<file path="config.mk">
export PLATFORM = sky130hd
export DESIGN_NAME = base32_stream_codec
export DESIGN_NICKNAME = d
export VERILOG_FILES = /design/src/rtl/b32_pkg.sv /design/src/rtl/base32_stream_codec.sv /design/src/rtl/b32_front.sv /design/src/rtl/b32_queue.sv /design/src/rtl/b32_back.sv
export SDC_FILE = /design/constraint.sdc
export NUM_CORES = 1
export LEC_CHECK = 0
export ABC_AREA = 1
export BUFFER_PORTS_ARGS = -buffer_cell sky130_fd_sc_hd__buf_2
export CAP_MARGIN = 15
export CORE_MARGIN = 2
export CORE_UTILIZATION = 30
export DETAILED_ROUTE_END_ITERATION = 8
export GPL_TIMING_DRIVEN = 0
export HOLD_SLACK_MARGIN = 0.06
export PLACE_DENSITY = 0.53
export SETUP_SLACK_MARGIN = 0.1
export SYNTH_ARGS = -nofsm -noshare
export SYNTH_HDL_FRONTEND = slang
export SYNTH_HIERARCHICAL = 1
export SYNTH_SLANG_ARGS = --single-unit
</file>
<file path="constraint.sdc">
create_clock -name clk -period 6.4 [get_ports clk]
set_clock_uncertainty 0.1 [all_clocks]
set_input_delay 0.64 -clock clk [delete_from_list [all_inputs] [get_ports clk]]
set_output_delay 0.64 -clock clk [all_outputs]
set_load 0.05 [all_outputs]
</file>
<file path="src/rtl/b32_pkg.sv">
// Shared types, constants and character helpers of the base32 stream codec.
// Used by every module of the codec; depends on nothing else.
`default_nettype none

package b32_pkg;

  localparam int DATA_WIDTH          = 8;
  localparam int LIMIT_WIDTH         = 10;
  localparam int PCOUNT_WIDTH        = 10;
  localparam int CFG_INDEX_WIDTH     = 4;
  localparam int COUNT_WIDTH_DEFAULT = 10;
  localparam int QUEUE_DEPTH_DEFAULT = 4;
  localparam int BITS_WIDTH          = 12;
  localparam int CNT_WIDTH           = 4;
  localparam int OUT_TDATA_WIDTH     = 24;

  localparam logic [LIMIT_WIDTH-1:0] LIMIT_RESET = 10'd192;

  // Configuration register indexes.
  localparam logic [CFG_INDEX_WIDTH-1:0] REG_MODE         = 4'd0;
  localparam logic [CFG_INDEX_WIDTH-1:0] REG_OUTPUT_LIMIT = 4'd1;

  // Stream status codes.
  localparam logic [1:0] ERR_NONE  = 2'd0;
  localparam logic [1:0] ERR_BAD   = 2'd1;
  localparam logic [1:0] ERR_LIMIT = 2'd2;

  localparam logic [7:0] CHAR_PAD     = 8'h3D;  // '='
  localparam logic [7:0] CHAR_LOWER_A = 8'h61;
  localparam logic [7:0] CHAR_LOWER_Z = 8'h7A;
  localparam logic [7:0] CHAR_UPPER_A = 8'h41;
  localparam logic [7:0] CHAR_UPPER_Z = 8'h5A;
  localparam logic [7:0] CHAR_TWO     = 8'h32;
  localparam logic [7:0] CHAR_SEVEN   = 8'h37;
  localparam logic [4:0] ALPHA_COUNT  = 5'd26;

  typedef enum logic [1:0] {
    K_BYTE,  // raw byte to encode
    K_CHAR,  // valid base32 character, 5-bit value in data
    K_SKIP,  // padding character
    K_BAD    // character outside the alphabet
  } kind_t;

  typedef struct packed {
    kind_t                 kind;
    logic [DATA_WIDTH-1:0] data;
    logic                  last;
  } item_t;

  // Character of a 5-bit group in the lowercase alphabet.
  function automatic logic [7:0] sym_char(input logic [4:0] idx);
    logic [7:0] wide;
    wide = {3'b000, idx};
    if (idx < ALPHA_COUNT) begin
      return CHAR_LOWER_A + wide;
    end
    return CHAR_TWO + wide - {3'b000, ALPHA_COUNT};
  endfunction

  // Returns {ok, value} for a character; ok is 0 outside the alphabet.
  function automatic logic [5:0] char_value(input logic [7:0] c);
    logic [7:0] diff;
    diff = 8'd0;
    if (c >= CHAR_LOWER_A && c <= CHAR_LOWER_Z) begin
      diff = c - CHAR_LOWER_A;
      return {1'b1, diff[4:0]};
    end
    if (c >= CHAR_UPPER_A && c <= CHAR_UPPER_Z) begin
      diff = c - CHAR_UPPER_A;
      return {1'b1, diff[4:0]};
    end
    if (c >= CHAR_TWO && c <= CHAR_SEVEN) begin
      diff = c - CHAR_TWO + {3'b000, ALPHA_COUNT};
      return {1'b1, diff[4:0]};
    end
    return 6'd0;
  endfunction

endpackage

`default_nettype wire

</file>
<file path="src/rtl/base32_stream_codec.sv">
// Base32 stream codec (lowercase alphabet, no padding), encode or decode by mode.
// An accepted word waits in the queue; the back end then registers its first result.
// Throughput: one result word per cycle into the output register while it is not stalled;
// an input word is held at the head of the queue until its last symbol has been emitted.
// Reset (rst, synchronous): mode encode, output limit 192, queue empty, stream state clear.
`default_nettype none

module base32_stream_codec #(
  parameter int COUNT_WIDTH = b32_pkg::COUNT_WIDTH_DEFAULT,
  parameter int QUEUE_DEPTH = b32_pkg::QUEUE_DEPTH_DEFAULT
) (
  input  wire logic                                  clk,
  input  wire logic                                  rst,
  input  wire logic                                  cfg_valid,
  output logic                                       cfg_ready,
  input  wire logic [b32_pkg::CFG_INDEX_WIDTH-1:0]   cfg_index,
  input  wire logic [b32_pkg::LIMIT_WIDTH-1:0]       cfg_data,
  input  wire logic                                  s_axis_tvalid,
  output logic                                       s_axis_tready,
  input  wire logic [b32_pkg::DATA_WIDTH-1:0]        s_axis_tdata,   // [7:0] data_in
  input  wire logic                                  s_axis_tlast,   // last
  output logic                                       m_axis_tvalid,
  input  wire logic                                  m_axis_tready,
  // [7:0] data_out, [9:8] status, [19:10] produced_count, [23:20] zero
  output logic [b32_pkg::OUT_TDATA_WIDTH-1:0]        m_axis_tdata,
  output logic                                       m_axis_tlast,   // end_of_stream
  output logic                                       m_axis_tuser    // [0] data_valid
);

  logic                                q_push, q_ready, q_valid, q_pop, clr;
  logic [b32_pkg::LIMIT_WIDTH-1:0]     limit;
  b32_pkg::item_t                      wr_item, rd_item;

  b32_front u_front (
    .clk           (clk),
    .rst           (rst),
    .cfg_valid     (cfg_valid),
    .cfg_ready     (cfg_ready),
    .cfg_index     (cfg_index),
    .cfg_data      (cfg_data),
    .s_axis_tvalid (s_axis_tvalid),
    .s_axis_tready (s_axis_tready),
    .s_axis_tdata  (s_axis_tdata),
    .s_axis_tlast  (s_axis_tlast),
    .q_push        (q_push),
    .q_ready       (q_ready),
    .q_item        (wr_item),
    .clr           (clr),
    .limit         (limit)
  );

  b32_queue #(
    .DEPTH (QUEUE_DEPTH)
  ) u_queue (
    .clk     (clk),
    .rst     (rst),
    .push    (q_push),
    .ready   (q_ready),
    .wr_item (wr_item),
    .valid   (q_valid),
    .pop     (q_pop),
    .rd_item (rd_item)
  );

  b32_back #(
    .COUNT_WIDTH (COUNT_WIDTH)
  ) u_back (
    .clk           (clk),
    .rst           (rst),
    .clr           (clr),
    .limit         (limit),
    .q_valid       (q_valid),
    .q_item        (rd_item),
    .q_pop         (q_pop),
    .m_axis_tvalid (m_axis_tvalid),
    .m_axis_tready (m_axis_tready),
    .m_axis_tdata  (m_axis_tdata),
    .m_axis_tlast  (m_axis_tlast),
    .m_axis_tuser  (m_axis_tuser)
  );

endmodule

`default_nettype wire

</file>
<file path="src/rtl/b32_front.sv">
// Front end of the base32 codec: configuration registers and input classification.
// Depends on b32_pkg.
`default_nettype none

module b32_front (
  input  wire logic                                    clk,
  input  wire logic                                    rst,
  input  wire logic                                    cfg_valid,
  output logic                                         cfg_ready,
  input  wire logic [b32_pkg::CFG_INDEX_WIDTH-1:0]     cfg_index,
  input  wire logic [b32_pkg::LIMIT_WIDTH-1:0]         cfg_data,
  input  wire logic                                    s_axis_tvalid,
  output logic                                         s_axis_tready,
  input  wire logic [b32_pkg::DATA_WIDTH-1:0]          s_axis_tdata,
  input  wire logic                                    s_axis_tlast,
  output logic                                         q_push,
  input  wire logic                                    q_ready,
  output b32_pkg::item_t                               q_item,
  output logic                                         clr,
  output logic [b32_pkg::LIMIT_WIDTH-1:0]              limit
);

  logic       mode;
  logic [5:0] cv;

  assign cfg_ready     = 1'b1;
  assign clr           = cfg_valid && (cfg_index == b32_pkg::REG_MODE);
  assign s_axis_tready = q_ready;
  assign q_push        = s_axis_tvalid && q_ready;

  always_ff @(posedge clk) begin
    if (rst) begin
      mode  <= 1'b0;
      limit <= b32_pkg::LIMIT_RESET;
    end else if (cfg_valid) begin
      if (cfg_index == b32_pkg::REG_MODE) begin
        mode <= cfg_data[0];
      end else if (cfg_index == b32_pkg::REG_OUTPUT_LIMIT) begin
        limit <= cfg_data;
      end
    end
  end

  always_comb begin
    cv          = b32_pkg::char_value(s_axis_tdata);
    q_item.last = s_axis_tlast;
    q_item.data = s_axis_tdata;
    q_item.kind = b32_pkg::K_BYTE;
    if (mode) begin
      if (s_axis_tdata == b32_pkg::CHAR_PAD) begin
        q_item.kind = b32_pkg::K_SKIP;
      end else if (cv[5]) begin
        q_item.kind = b32_pkg::K_CHAR;
        q_item.data = {3'b000, cv[4:0]};
      end else begin
        q_item.kind = b32_pkg::K_BAD;
      end
    end
  end

endmodule

`default_nettype wire

</file>
<file path="src/rtl/b32_queue.sv">
// Small word queue between the front end and the back end of the base32 codec.
// Depends on b32_pkg for the queued word type.
`default_nettype none

module b32_queue #(
  parameter int DEPTH = b32_pkg::QUEUE_DEPTH_DEFAULT
) (
  input  wire logic           clk,
  input  wire logic           rst,
  input  wire logic           push,
  output logic                ready,
  input  wire b32_pkg::item_t wr_item,
  output logic                valid,
  input  wire logic           pop,
  output b32_pkg::item_t      rd_item
);

  localparam int PW = (DEPTH > 1) ? $clog2(DEPTH) : 1;
  localparam int CW = $clog2(DEPTH + 1);
  localparam logic [PW-1:0] LAST_PTR = PW'(DEPTH - 1);
  localparam logic [CW-1:0] FULL     = CW'(DEPTH);

  b32_pkg::item_t  mem [DEPTH];
  logic [PW-1:0]   wr_ptr;
  logic [PW-1:0]   rd_ptr;
  logic [CW-1:0]   count;

  assign ready   = count != FULL;
  assign valid   = count != '0;
  assign rd_item = mem[rd_ptr];

  always_ff @(posedge clk) begin
    if (rst) begin
      wr_ptr <= '0;
      rd_ptr <= '0;
      count  <= '0;
    end else begin
      if (push) begin
        wr_ptr <= (wr_ptr == LAST_PTR) ? '0 : wr_ptr + 1'b1;
      end
      if (pop) begin
        rd_ptr <= (rd_ptr == LAST_PTR) ? '0 : rd_ptr + 1'b1;
      end
      if (push && !pop) begin
        count <= count + 1'b1;
      end else if (pop && !push) begin
        count <= count - 1'b1;
      end
    end
  end

  always_ff @(posedge clk) begin
    if (push) begin
      mem[wr_ptr] <= wr_item;
    end
  end

endmodule

`default_nettype wire

</file>
<file path="src/rtl/b32_back.sv">
// Back end of the base32 codec: bit buffer, symbol emission, limit and status.
// Emits one result word per cycle into the output register when not stalled. Depends on b32_pkg.
`default_nettype none

module b32_back #(
  parameter int COUNT_WIDTH = b32_pkg::COUNT_WIDTH_DEFAULT
) (
  input  wire logic                                 clk,
  input  wire logic                                 rst,
  input  wire logic                                 clr,
  input  wire logic [b32_pkg::LIMIT_WIDTH-1:0]      limit,
  input  wire logic                                 q_valid,
  input  wire b32_pkg::item_t                       q_item,
  output logic                                      q_pop,
  output logic                                      m_axis_tvalid,
  input  wire logic                                 m_axis_tready,
  output logic [b32_pkg::OUT_TDATA_WIDTH-1:0]       m_axis_tdata,
  output logic                                      m_axis_tlast,
  output logic                                      m_axis_tuser
);

  localparam int CMPW = (COUNT_WIDTH > b32_pkg::LIMIT_WIDTH) ?
                        COUNT_WIDTH : b32_pkg::LIMIT_WIDTH;
  localparam int BW = b32_pkg::BITS_WIDTH;
  localparam int NW = b32_pkg::CNT_WIDTH;

  logic [BW-1:0]          bit_buf;
  logic [NW-1:0]          bit_cnt;
  logic [COUNT_WIDTH-1:0] emitted;
  logic [1:0]             err;
  logic                   started;

  logic [BW-1:0]          ins_bits, eff_bits;
  logic [NW-1:0]          ins_cnt, eff_cnt, cnt_n;
  logic [1:0]             ins_err, eff_err, err_after;
  logic                   enc, wanted, emit, more2, next_ok, done, finish, produce;
  logic                   out_free, step;
  logic [COUNT_WIDTH-1:0] emitted_n, emitted_after;
  logic [CMPW-1:0]        ext_limit, ext_after;
  logic [BW+4:0]          enc_sel;
  logic [BW-1:0]          dec_sel;
  logic [7:0]             sym;

  always_comb begin
    enc      = q_item.kind == b32_pkg::K_BYTE;
    ins_bits = bit_buf;
    ins_cnt  = bit_cnt;
    ins_err  = err;
    if (q_valid && err == b32_pkg::ERR_NONE) begin
      unique case (q_item.kind)
        b32_pkg::K_BYTE: begin
          ins_bits = {bit_buf[BW-9:0], q_item.data};
          ins_cnt  = bit_cnt + 4'd8;
        end
        b32_pkg::K_CHAR: begin
          ins_bits = {bit_buf[BW-6:0], q_item.data[4:0]};
          ins_cnt  = bit_cnt + 4'd5;
        end
        b32_pkg::K_BAD:  ins_err = b32_pkg::ERR_BAD;
        b32_pkg::K_SKIP: ins_err = err;
      endcase
    end

    // The first step of a word takes its bits in; later steps work on the buffer.
    eff_bits = started ? bit_buf : ins_bits;
    eff_cnt  = started ? bit_cnt : ins_cnt;
    eff_err  = started ? err     : ins_err;

    wanted = (eff_err == b32_pkg::ERR_NONE) &&
             (enc ? (eff_cnt >= 4'd5 || (q_item.last && eff_cnt != 4'd0))
                  : (eff_cnt >= 4'd8));

    ext_limit = CMPW'(limit);
    emit      = wanted && (CMPW'(emitted) < ext_limit) && (emitted != '1);
    emitted_n = emitted + COUNT_WIDTH'(1);

    // Encode picks the group just above the zero-filled tail; this also covers the flush.
    enc_sel = {eff_bits, 5'b00000} >> eff_cnt;
    dec_sel = eff_bits >> (eff_cnt - 4'd8);
    sym     = enc ? b32_pkg::sym_char(enc_sel[4:0]) : dec_sel[7:0];

    if (enc) begin
      cnt_n = (eff_cnt >= 4'd5) ? eff_cnt - 4'd5 : 4'd0;
    end else begin
      cnt_n = eff_cnt - 4'd8;
    end
    more2 = enc ? (cnt_n >= 4'd5 || (q_item.last && cnt_n != 4'd0))
                : (cnt_n >= 4'd8);
    next_ok = more2 && (CMPW'(emitted_n) < ext_limit) && (emitted_n != '1);

    // A symbol is final for its word when no further symbol can follow it.
    done = !emit || !next_ok;
    if (emit) begin
      err_after = (more2 && !next_ok) ? b32_pkg::ERR_LIMIT : eff_err;
    end else begin
      err_after = wanted ? b32_pkg::ERR_LIMIT : eff_err;
    end
    emitted_after = emit ? emitted_n : emitted;
    ext_after     = CMPW'(emitted_after);
    finish        = done && q_item.last;
    produce       = emit || finish;

    out_free = !m_axis_tvalid || m_axis_tready;
    step     = q_valid && out_free;
    q_pop    = step && done;
  end

  always_ff @(posedge clk) begin
    if (rst) begin
      m_axis_tvalid <= 1'b0;
      started       <= 1'b0;
      bit_buf       <= '0;
      bit_cnt       <= '0;
      emitted       <= '0;
      err           <= b32_pkg::ERR_NONE;
    end else begin
      if (step && produce) begin
        m_axis_tvalid <= 1'b1;
      end else if (m_axis_tready) begin
        m_axis_tvalid <= 1'b0;
      end
      if (clr) begin
        started <= 1'b0;
        bit_buf <= '0;
        bit_cnt <= '0;
        emitted <= '0;
        err     <= b32_pkg::ERR_NONE;
      end else if (step) begin
        if (finish) begin
          started <= 1'b0;
          bit_buf <= '0;
          bit_cnt <= '0;
          emitted <= '0;
          err     <= b32_pkg::ERR_NONE;
        end else begin
          started <= !done;
          bit_buf <= eff_bits;
          bit_cnt <= emit ? cnt_n : eff_cnt;
          emitted <= emitted_after;
          err     <= err_after;
        end
      end
    end
  end

  always_ff @(posedge clk) begin
    if (step && produce) begin
      m_axis_tdata <= {4'b0000,
                       finish ? ext_after[b32_pkg::PCOUNT_WIDTH-1:0]
                              : {b32_pkg::PCOUNT_WIDTH{1'b0}},
                       finish ? err_after : b32_pkg::ERR_NONE,
                       emit ? sym : 8'd0};
      m_axis_tlast <= finish;
      m_axis_tuser <= emit;
    end
  end

endmodule

`default_nettype wire

</file>
==> results of run 1 <==
-- power groups by stage --
stage               sequential [mW]  combinational [mW]  clock, mW
floorplan                      1.35                2.01          0
global placement               1.09                2.97          0
detailed placement             1.09                2.99          0
CTS                            1.07                3.00       1.00
global route                   1.09                3.35       1.03
finish                         1.07                3.01      0.977
-- cells in the mapped netlist, types with 15 or more instances --
cell | n | area, µm²
ha_1 | 37 | 463
nand3_1 | 80 | 400
dfxtp_1 | 50 | 1000
inv_1 | 122 | 458
o21ai_0 | 39 | 195
nand2_2 | 16 | 100
buf_2 | 15 | 75.1
nand2_1 | 266 | 998
o21ai_1 | 33 | 165
inv_2 | 15 | 56.3
a21oi_2 | 28 | 245
a21oi_1 | 36 | 180
nand3_2 | 29 | 290
nor2_1 | 84 | 315
edfxtp_1 | 66 | 1980
-- state kept, by name, indices dropped and copies added, names as in the netlist, named ones only --
| signal | flops |
|---|---|
| u_back/m_axis_tuser | 1 |
| u_queue/count | 3 |
| u_back/emitted | 10 |
| u_front/limit | 10 |
| u_back/m_axis_tlast | 1 |
| u_back/bit_cnt | 4 |
| u_back/m_axis_tdata | 20 |
| u_queue/wr_ptr | 2 |
| u_queue/rd_ptr | 2 |
| u_back/err | 2 |
| u_front/mode | 1 |
| u_queue/mem | 44 |
| u_back/bit_buf | 12 |
| u_back/m_axis_tvalid | 1 |
| u_back/started | 1 |
-- final timing paths --
check	start	end	slack, ns	cells after the start
worst max register to register	register	u_queue/count[1]	1.85	29
worst min-delay path	s_axis_tlast	u_queue/mem[0][0]	0.34	1
worst max-delay path	register	u_queue/count[1]	1.85	29
worst min register to register	u_front/limit[6]	u_front/limit[6]	0.37	2
-- worst register-to-register path, delay by kind of cell, from the launching register on --
| family | cells | cell delay, ns |
|---|---|---|
| and+or+nand+nor | 14 | 1.44 |
| buffers and inverters | 9 | 1.14 |
| adders and majority gates | 3 | 0.78 |
| AOI/OAI and AO/OA | 3 | 0.57 |
| DFF | 1 | 0.42 |
-- cells by family (layout without fill, tap and decap cells) --
kind of cell | after synthesis | in the layout | synth area share [%]
other cells | 2 | 5 | 0.0966
flops | 116 | 116 | 38.4
buf+inv | 186 | 268 | 11.0
compound gates | 157 | 157 | 11.9
simple gates | 513 | 513 | 31.1
xor+xnor | 11 | 11 | 1.24
fa+ha+maj | 38 | 38 | 6.21
-- metal layers --
layer  up-vias  track usage [%]  wire length (µm)
met5         -                0                 0
met1      3057             21.5              9840
li1       3468                -                 -
met3        13             2.51               728
met4         0             3.79               191
met2       122             23.5              8700
-- layout by cell type, fill, tap and decap left out, types with 12 or more instances in the layout --
master     count
a21oi_2       29
nand3_1       80
clkbuf_16     17
dfxtp_1       50
nand2_2       16
nand3_2       29
a21oi_1       35
clkbuf_1      12
buf_2         64
o21ai_1       33
edfxtp_1      66
nand2_1      266
inv_1        122
ha_1          37
inv_2         15
o21ai_0       39
nor2_1        84
-- area by class of cell --
class                           instances  area (µm²)  share of cell area, %
Clock inverter                         14         174                   1.92
Timing Repair Buffer                   50         256                   2.83
Inverter                              140         533                   5.88
Multi-Input combinational cell        724        3950                   43.6
Buffer                                 46         322                   3.55
Clock buffer                           18         429                   4.74
Tap cell                              330         413                   4.56
Sequential cell                       116        2980                   32.9
-- metrics by stage --
step / area [µm²] / util (%) / instances / setup WS, ns
2_1_floorplan: 7780 / - / 1026 / 2.24
3_3_place_gp: 8440 / 33.3 / 1405 / 1.02
3_5_place_dp: 8460 / 33.4 / 1406 / 1.86
4_1_cts: 9060 / 35.8 / 1438 / 1.84
5_1_grt: 9060 / 35.8 / 1438 / 1.45
6_report: 9060 / 35.8 / 1438 / 1.85
==> impl_metrics.toml, run 1 <==
[run_status]
status = "finished, final reports clean"

[synth]
ys_ff_latch = 116
syn-cell-area_mm2 = 0.00777
syn_inst = 1023
yosysWarningCount = 6
ys_types = 46
synth.avg_cell_area_um2 = 7.60
ys.flop_type = "edfxtp_1"
synth_edf_count = 66
synth-seq-area-share_pct = 38.4
async_flop_share_pct = 0

[floorplan]
dieHeight_um = 165
initial_core_util_pct = 30.7
rows = 58
die_w_um = 165
core-area_mm2 = 0.0253
dieArea_mm2 = 0.0272
io_pins = 57

[global_routing]
grt_pass1_vias = 6291
antenna_found_initial = 0
grt_usage_pct = 15.0
grt_pass1_wl_um = 32300
grt_max_degree = 17
overflow = 0

[critical_path]
end_kind = "register"
arrival_ns = 4.74
cp_num_buf_inv = 9
cp_slowest_cell = "dfxtp_1"
cp.required_ns = 6.60
critPathKind = "register to register"
path_delay_family = "simple AND/OR/NAND/NOR gates"
worstSetupStartpointType = "register"
max_stage_delay_ns = 0.42
path_max_fanout = 10

[cts]
cts-buffers-inserted = 17
cts_max_level = 4
cts_tree = "done"
cts_num_sinks = 116
post_cts_buffers = 0
ctsHoldBuffers = 0
cts.clk_slew.worst_paths_ns = 0.06
cts-root-buf = "clkbuf_16"
ctsResizeCount = 0
clock_latency_ns = 0.41
cts.path.max_buffers = 2

[power]
swShare_pct = 50.8
internal_power_mw = 2.49
ir_drop_v = 0.000277
power_frac_seq_pct = 21.2
p_per_area_mw_per_mm2 = 558
p_leak_nw = 3.95
power_frac_comb_pct = 59.5
power.total_mw = 5.06
switchingPower_mw = 2.57
clock_power_share_pct = 19.3

[route]
vias_per_cell = 4.63
drt-pass1-iter-count = 5
routed_wl_um = 19500
wl_per_cell_um = 13.5
num_vias = 6660
drt_iter0_markers = 393
drc = 0
postRouteAntennaNets = 0

[timing]
setup_viol = 0
period_minus_slack_ns = 4.55
holdWs_ns = 0.339
drv_slew = 0
finalHoldViolCount = 0
fin_crit_sh_pct = 71.1
maxSlewHeadroom_pct = 41.1
fin_setup_tns_ns = 0
tightest_slew_ns = 0.883
fmax_mhz = 220
rsz0062_at_grt = "no"

[layout]
fin_nets = 1161
drive_gt1_share_pct = 20.5
diodes = 0
area.growth.synth_to_final_pct = 16.6
n_fill_cell = 2673

[placement]
place.gp.congestion = 0.842
port_buffers = 49
dp_hpwl_um = 14700

[flow_run]
cap_violations = 0

[hold_path]
min_path_type = "input port to register"
No activity file was read; power rests on OpenSTA's default activity.
==> inputs of run 2 (changes only) <==
Settings changed: ABC_AREA 1 to 0, PLACE_DENSITY 0.53 to 0.54.
Clock period 6.4 ns to 4.4 ns, I/O delays scaled along.
==> impl_metrics.toml, run 2 <==
[layout]
layout_common_cells = "66 x edfxtp_1, 60 x nor2_1, 51 x nand2_1"
fin_nets = 904
largest_registers = "u_queue/mem (44), u_back/m_axis_tdata (20), u_back/bit_buf (12)"
top_register = "u_queue/mem"
fin_area_mm2 = 0.00938
largest_reg_flops = 44
diodes = 0
drive_gt1_share_pct = 31.1
area.growth.synth_to_final_pct = 32.1
layout_commonest_cell = "edfxtp_1"
n_fill_cell = 2253

[placement]
dp_hpwl_um = 12800
place.gp.congestion = 0.825
post_dp_cell_area_mm2 = 0.00787
port_buffers = 49

[cts]
ctsHoldBuffers = 0
cts_max_level = 4
cts-root-buf = "clkbuf_16"
cts_num_sinks = 116
cts.path.max_buffers = 2
cts_tree = "done"
clock_latency_ns = 0.42
cts.clk_slew.worst_paths_ns = 0.06
cts-buffers-inserted = 17

[timing]
setup_viol = 50
rsz0062_at_grt = "yes"
drv_slew = 0
maxSlewHeadroom_pct = 42.3
fmax_mhz = 207
setup_ws_ns = -0.433
fin_crit_sh_pct = 110
tightest_slew_ns = 0.865
period_minus_slack_ns = 4.83
finalHoldViolCount = 0

[route]
drt_iter0_markers = 478
routed_wl_um = 19000
postRouteAntennaNets = 0
drt-pass1-iter-count = 5
wl_per_cell_um = 16.2
vias_per_cell = 5.01
drc = 0
num_vias = 5864

[run_status]
status = "finished, violations left"
violations = "setup timing"

[floorplan]
core-area_mm2 = 0.0233
rows = 56
die_w_um = 158
dieHeight_um = 158
initial_core_util_pct = 30.4
dieArea_mm2 = 0.0249
io_pins = 57

[critical_path]
cp.required_ns = 4.65
end_kind = "register"
critPathKind = "register to register"
reg2reg_slack_ns = -0.43
arrival_ns = 5.09
path_max_fanout = 4
worstSetupStartpointType = "register"

[synth]
synth-seq-area-share_pct = 42.0
syn_inst = 707
yosysWarningCount = 6
yosysMostFrequentCell = "edfxtp_1"
synth.avg_cell_area_um2 = 10.0
ys.flop_type = "edfxtp_1"
synth_top_area_share_pct = 27.9
synthTopCellsByArea = "edfxtp_1 28%, dfxtp_1 14%, ha_1 6.5%, mux4_2 5.1%, mux2i_1 4.9%"
syn-cell-area_mm2 = 0.00710
ys_types = 82
ys_ff_latch = 116
async_flop_share_pct = 0
synth_area_leader_cell = "edfxtp_1"
synth_edf_count = 66
synth_common_cells = "66 x edfxtp_1, 65 x nor2_1, 54 x nand2_1"

[flow_run]
cap_violations = 0

[hold_path]
min_path_type = "input port to register"

[power]
ir_drop_v = 0.000406
p_leak_nw = 3.63
power.total_mw = 7.10
p_per_area_mw_per_mm2 = 757

[global_routing]
antenna_found_initial = 0
overflow = 0
grt_usage_pct = 15.4
grt_max_degree = 17
grt_pass1_vias = 5779
grt_pass1_wl_um = 30100
run 2: cell types whose count changed after synthesis, sizes merged, moves of 9 or more:
| cell | previous run | this run |
|---|---|---|
| clkbuf | 11 | 28 |
| and2 | 0 | 11 |
| o21ai | 72 | 29 |
| mux4 | 0 | 17 |
| mux2i | 0 | 35 |
| nand2b | 0 | 9 |
| nand2 | 284 | 54 |
| nand3 | 110 | 32 |
| buf | 35 | 22 |
| xnor2 | 0 | 17 |
| nor2 | 100 | 65 |
| inv | 138 | 32 |
| mux2 | 0 | 9 |
| a21oi | 64 | 39 |
run 2: layout make-up:
type	count	area [µm²]	share of cell area [%]
Buffer	49	337	3.59
Clock buffer	18	429	4.58
Clock inverter	14	123	1.31
Inverter	34	166	1.77
Multi-Input combinational cell	510	4120	43.9
Sequential cell	116	2980	31.8
Tap cell	319	399	4.26
Timing Repair Buffer	109	813	8.67
Timing Repair inverter	1	7.51	0.0801
run 2: logic make-up (layout without fill, tap and decap cells):
family | count (synthesis) | in the layout | synth area share, %
and+or+nand+nor | 230 | 230 | 15.9
AOI/OAI and AO/OA | 145 | 145 | 14.0
DFF | 116 | 116 | 42.0
buffers and inverters | 84 | 225 | 5.39
muxes | 61 | 61 | 11.9
adders and majority gates | 39 | 39 | 6.94
xor gates and xnor gates | 30 | 30 | 3.81
other | 2 | 5 | 0.106
run 2: final timing paths:
kind / startpoint / endpoint / cells past startpoint
setup / recovery: register / u_queue/count[2] / 19
hold / removal: s_axis_tlast / u_queue/mem[1][0] / 1
setup reg to reg: register / u_queue/count[2] / 19
hold reg to reg: u_back/bit_buf[11] / u_back/bit_buf[11] / 2
run 2: per-layer routing:
layer	track usage [%]	wire length, µm	share of wire (%)
met5	0	0	0
met3	2.79	691	3.6
met1	19.5	8630	45
met4	6.45	399	2.1
met2	25.8	9270	49
run 2: where the power goes:
group	leakage (nW)	internal (mW)	total [mW]	switching [mW]
Combinational	2.36	1.78	4.31	2.52
Clock	0.252	0.737	1.30	0.560
Sequential	1.02	1.41	1.50	0.0912
Total	3.63	3.93	7.10	3.17
run 2: through the flow:
| step | cells | setup slack (ns) | TNS, ns | hold WS, ns | utilization (%) |
|---|---|---|---|---|---|
| floorplan | 710 | -0.358 | -0.583 | 0.328 | - |
| global placement | 1078 | -0.787 | -28.46 | 0.337 | 33.7 |
| detailed placement | 1078 | -0.797 | -27.61 | 0.344 | 33.7 |
| CTS | 1149 | -0.435 | -1.44 | 0.106 | 38.6 |
| global route | 1170 | -0.591 | -19.05 | 0.124 | 40.2 |
| finish | 1170 | -0.433 | -10.88 | 0.133 | 40.2 |
run 2: critical path: stages (launching register included):
cell and delay (ns):
dfxtp_2 0.35, buf_12 0.11, mux4_2 0.57, or3b_4 0.44
or3_4 0.38, and2_4 0.18, clkbuf_16 0.15, ha_4 0.16
o31a_1 0.33, a31oi_4 0.18, maj3_2 0.26, o2111ai_4 0.15
and2_4 0.20, inv_4 0.06, ha_4 0.12, inv_2 0.03
fa_2 0.32, xor2_1 0.16, or3_1 0.38, a21oi_2 0.12
run 2: repair_timing:
item                       CTS  global route
setup buffers               38            20
gates resized for setup     68            56
setup endpoints to repair   78            77
pin swaps                   24            22
cloned                       1             2
==> inputs of run 3 (changes only) <==
Settings changed: CORE_UTILIZATION 30 to 60, PLACE_DENSITY 0.54 to 0.88.
==> impl_metrics.toml, run 3 (synthesis results as in run 2) <==
[cts]
cts-buffers-inserted = 17
cts-root-buf = "clkbuf_16"
cts.path.max_buffers = 2
cts_num_sinks = 116
cts.clk_slew.worst_paths_ns = 0.06
cts_max_level = 4
clock_latency_ns = 0.42
cts_tree = "done"

[power]
p_leak_nw = 3.67
ir_drop_v = 0.000781
p_per_area_mw_per_mm2 = 800

[route]
num_vias = 6547
vias_per_cell = 6.58
postRouteAntennaNets = 0
drt-pass1-iter-count = 6
wl_per_cell_um = 21.2
drt_iter0_markers = 847
drc = 0
routed_wl_um = 21100

[timing]
finalHoldViolCount = 0
setup_viol = 50
period_minus_slack_ns = 4.90
fin_crit_sh_pct = 111
setup_ws_ns = -0.502
fin_setup_tns_ns = -19.38
tightest_slew_ns = 0.896
drv_slew = 0
rsz0062_at_grt = "yes"
fmax_mhz = 204
maxSlewHeadroom_pct = 40.3

[placement]
dp_hpwl_um = 12500
place.gp.congestion = 0.940
placed_cells = 902
preCtsSetupSlack_ns = -0.782
post_dp_cell_area_mm2 = 0.00765
port_buffers = 49

[floorplan]
dieHeight_um = 113
core-area_mm2 = 0.0115
dieArea_mm2 = 0.0127
initial_core_util_pct = 61.9
rows = 39
die_w_um = 113
io_pins = 57

[layout]
drive_gt1_share_pct = 33.0
layout_commonest_cell = "edfxtp_1"
fin_nets = 905
area.growth.synth_to_final_pct = 30.6
top_register = "u_queue/mem"
n_fill_cell = 583
diodes = 0
fin_util_pct = 80.9
fin_area_mm2 = 0.00927
largest_registers = "u_queue/mem (44), u_back/m_axis_tdata (20), u_back/bit_buf (12)"
layout_common_cells = "66 x edfxtp_1, 52 x buf_2, 52 x nor2_1"
largest_reg_flops = 44
fin_cells = 995

[flow_run]
cap_violations = 0

[critical_path]
worstSetupStartpointType = "register"
end_kind = "register"
critPathKind = "register to register"
max_stage_delay_ns = 0.54
path_max_fanout = 10
arrival_ns = 5.16
cp_slowest_cell = "mux4_2"
cp.required_ns = 4.65
crit_chain = "buf_12 -> mux4_2 -> or2_2 -> clkbuf_1 -> a311oi_2 -> xnor2_1 -> buf_2 -> o31a_1 -> a31oi_2 -> maj3_2 -> o2111ai_4 -> and2_4 -> inv_4 -> ha_4 -> inv_2 -> fa_2 -> xor2_1 -> or3_4 -> a21oi_2"

[run_status]
violations = "setup timing"
status = "finished, violations left"

[hold_path]
min_path_type = "input port to register"
hp-start = "s_axis_tlast"

[global_routing]
grt_usage_pct = 29.5
grt_max_degree = 17
grt_pass1_vias = 6144
antenna_found_initial = 0
overflow = 0
grt_pass1_wl_um = 29700
-- run 3: changes by cell type in the layout (fill, tap and decap cells not counted), sizes merged --
| cell | before | now |
|---|---|---|
| clkbuf | 44 | 49 |
| inv | 37 | 32 |
| bufinv | 0 | 2 |
| clkinvlp | 8 | 6 |
| buf | 132 | 129 |
| clkinv | 4 | 8 |
-- run 3: final timing paths --
kind	endpoint	slack, ns	cells after the start
worst max-delay path	u_queue/count[2]	-0.50	19
worst min-delay path	u_queue/mem[3][0]	0.12	1
worst max register to register	u_queue/count[2]	-0.50	19
worst min register to register	u_back/bit_buf[9]	0.35	2
-- run 3: per-layer routing --
layer	global-route usage (%)	vias up	routed length [µm]
met5	0	-	0
met4	14.4	0	1070
met2	50.4	464	10500
met1	35.4	3102	7740
met3	6.53	123	1810
li1	-	2858	-
-- run 3: power breakdown --
group | switching [mW] | internal, mW
logic | 2.71 | 1.82
clock network | 0.512 | 0.858
registers | 0.106 | 1.41
-- run 3: area by class of cell --
| type | instances | area [µm²] | area share, % |
|---|---|---|---|
| Tap cell | 143 | 179 | 1.93 |
| Clock buffer | 19 | 453 | 4.88 |
| Inverter | 34 | 161 | 1.74 |
| Buffer | 50 | 338 | 3.64 |
| Timing Repair inverter | 1 | 7.51 | 0.0810 |
| Multi-Input combinational cell | 510 | 4190 | 45.2 |
| Sequential cell | 116 | 2990 | 32.2 |
| Timing Repair Buffer | 109 | 827 | 8.92 |
| Clock inverter | 13 | 133 | 1.43 |
-- run 3: stage by stage --
stage | hold slack (ns) | power, mW
floorplan | 0.328 | 3.89
global placement | 0.344 | 4.52
detailed placement | 0.345 | 4.62
CTS | 0.103 | 6.33
global route | 0.112 | 7.67
finish | 0.122 | 7.41
-- run 3: timing repair --
item                                    in CTS  in global routing
endpoints found under the setup margin      78                 75
pin swaps                                   12                 37
hold endpoints to repair                     0                  0
gates cloned                                 1                  2
setup buffers                               20                 39
gates resized for setup                     35                100
hold buffers                                 0                  0
-- run 3: critical path: cells and delay by family, from the launching register on --
family	cells	cell delay, ns
xor+xnor	2	0.38
buf+inv	5	0.68
compound gates	5	1.17
simple gates	3	0.85
mux	1	0.54
flops	1	0.37
fa+ha+maj	3	0.74
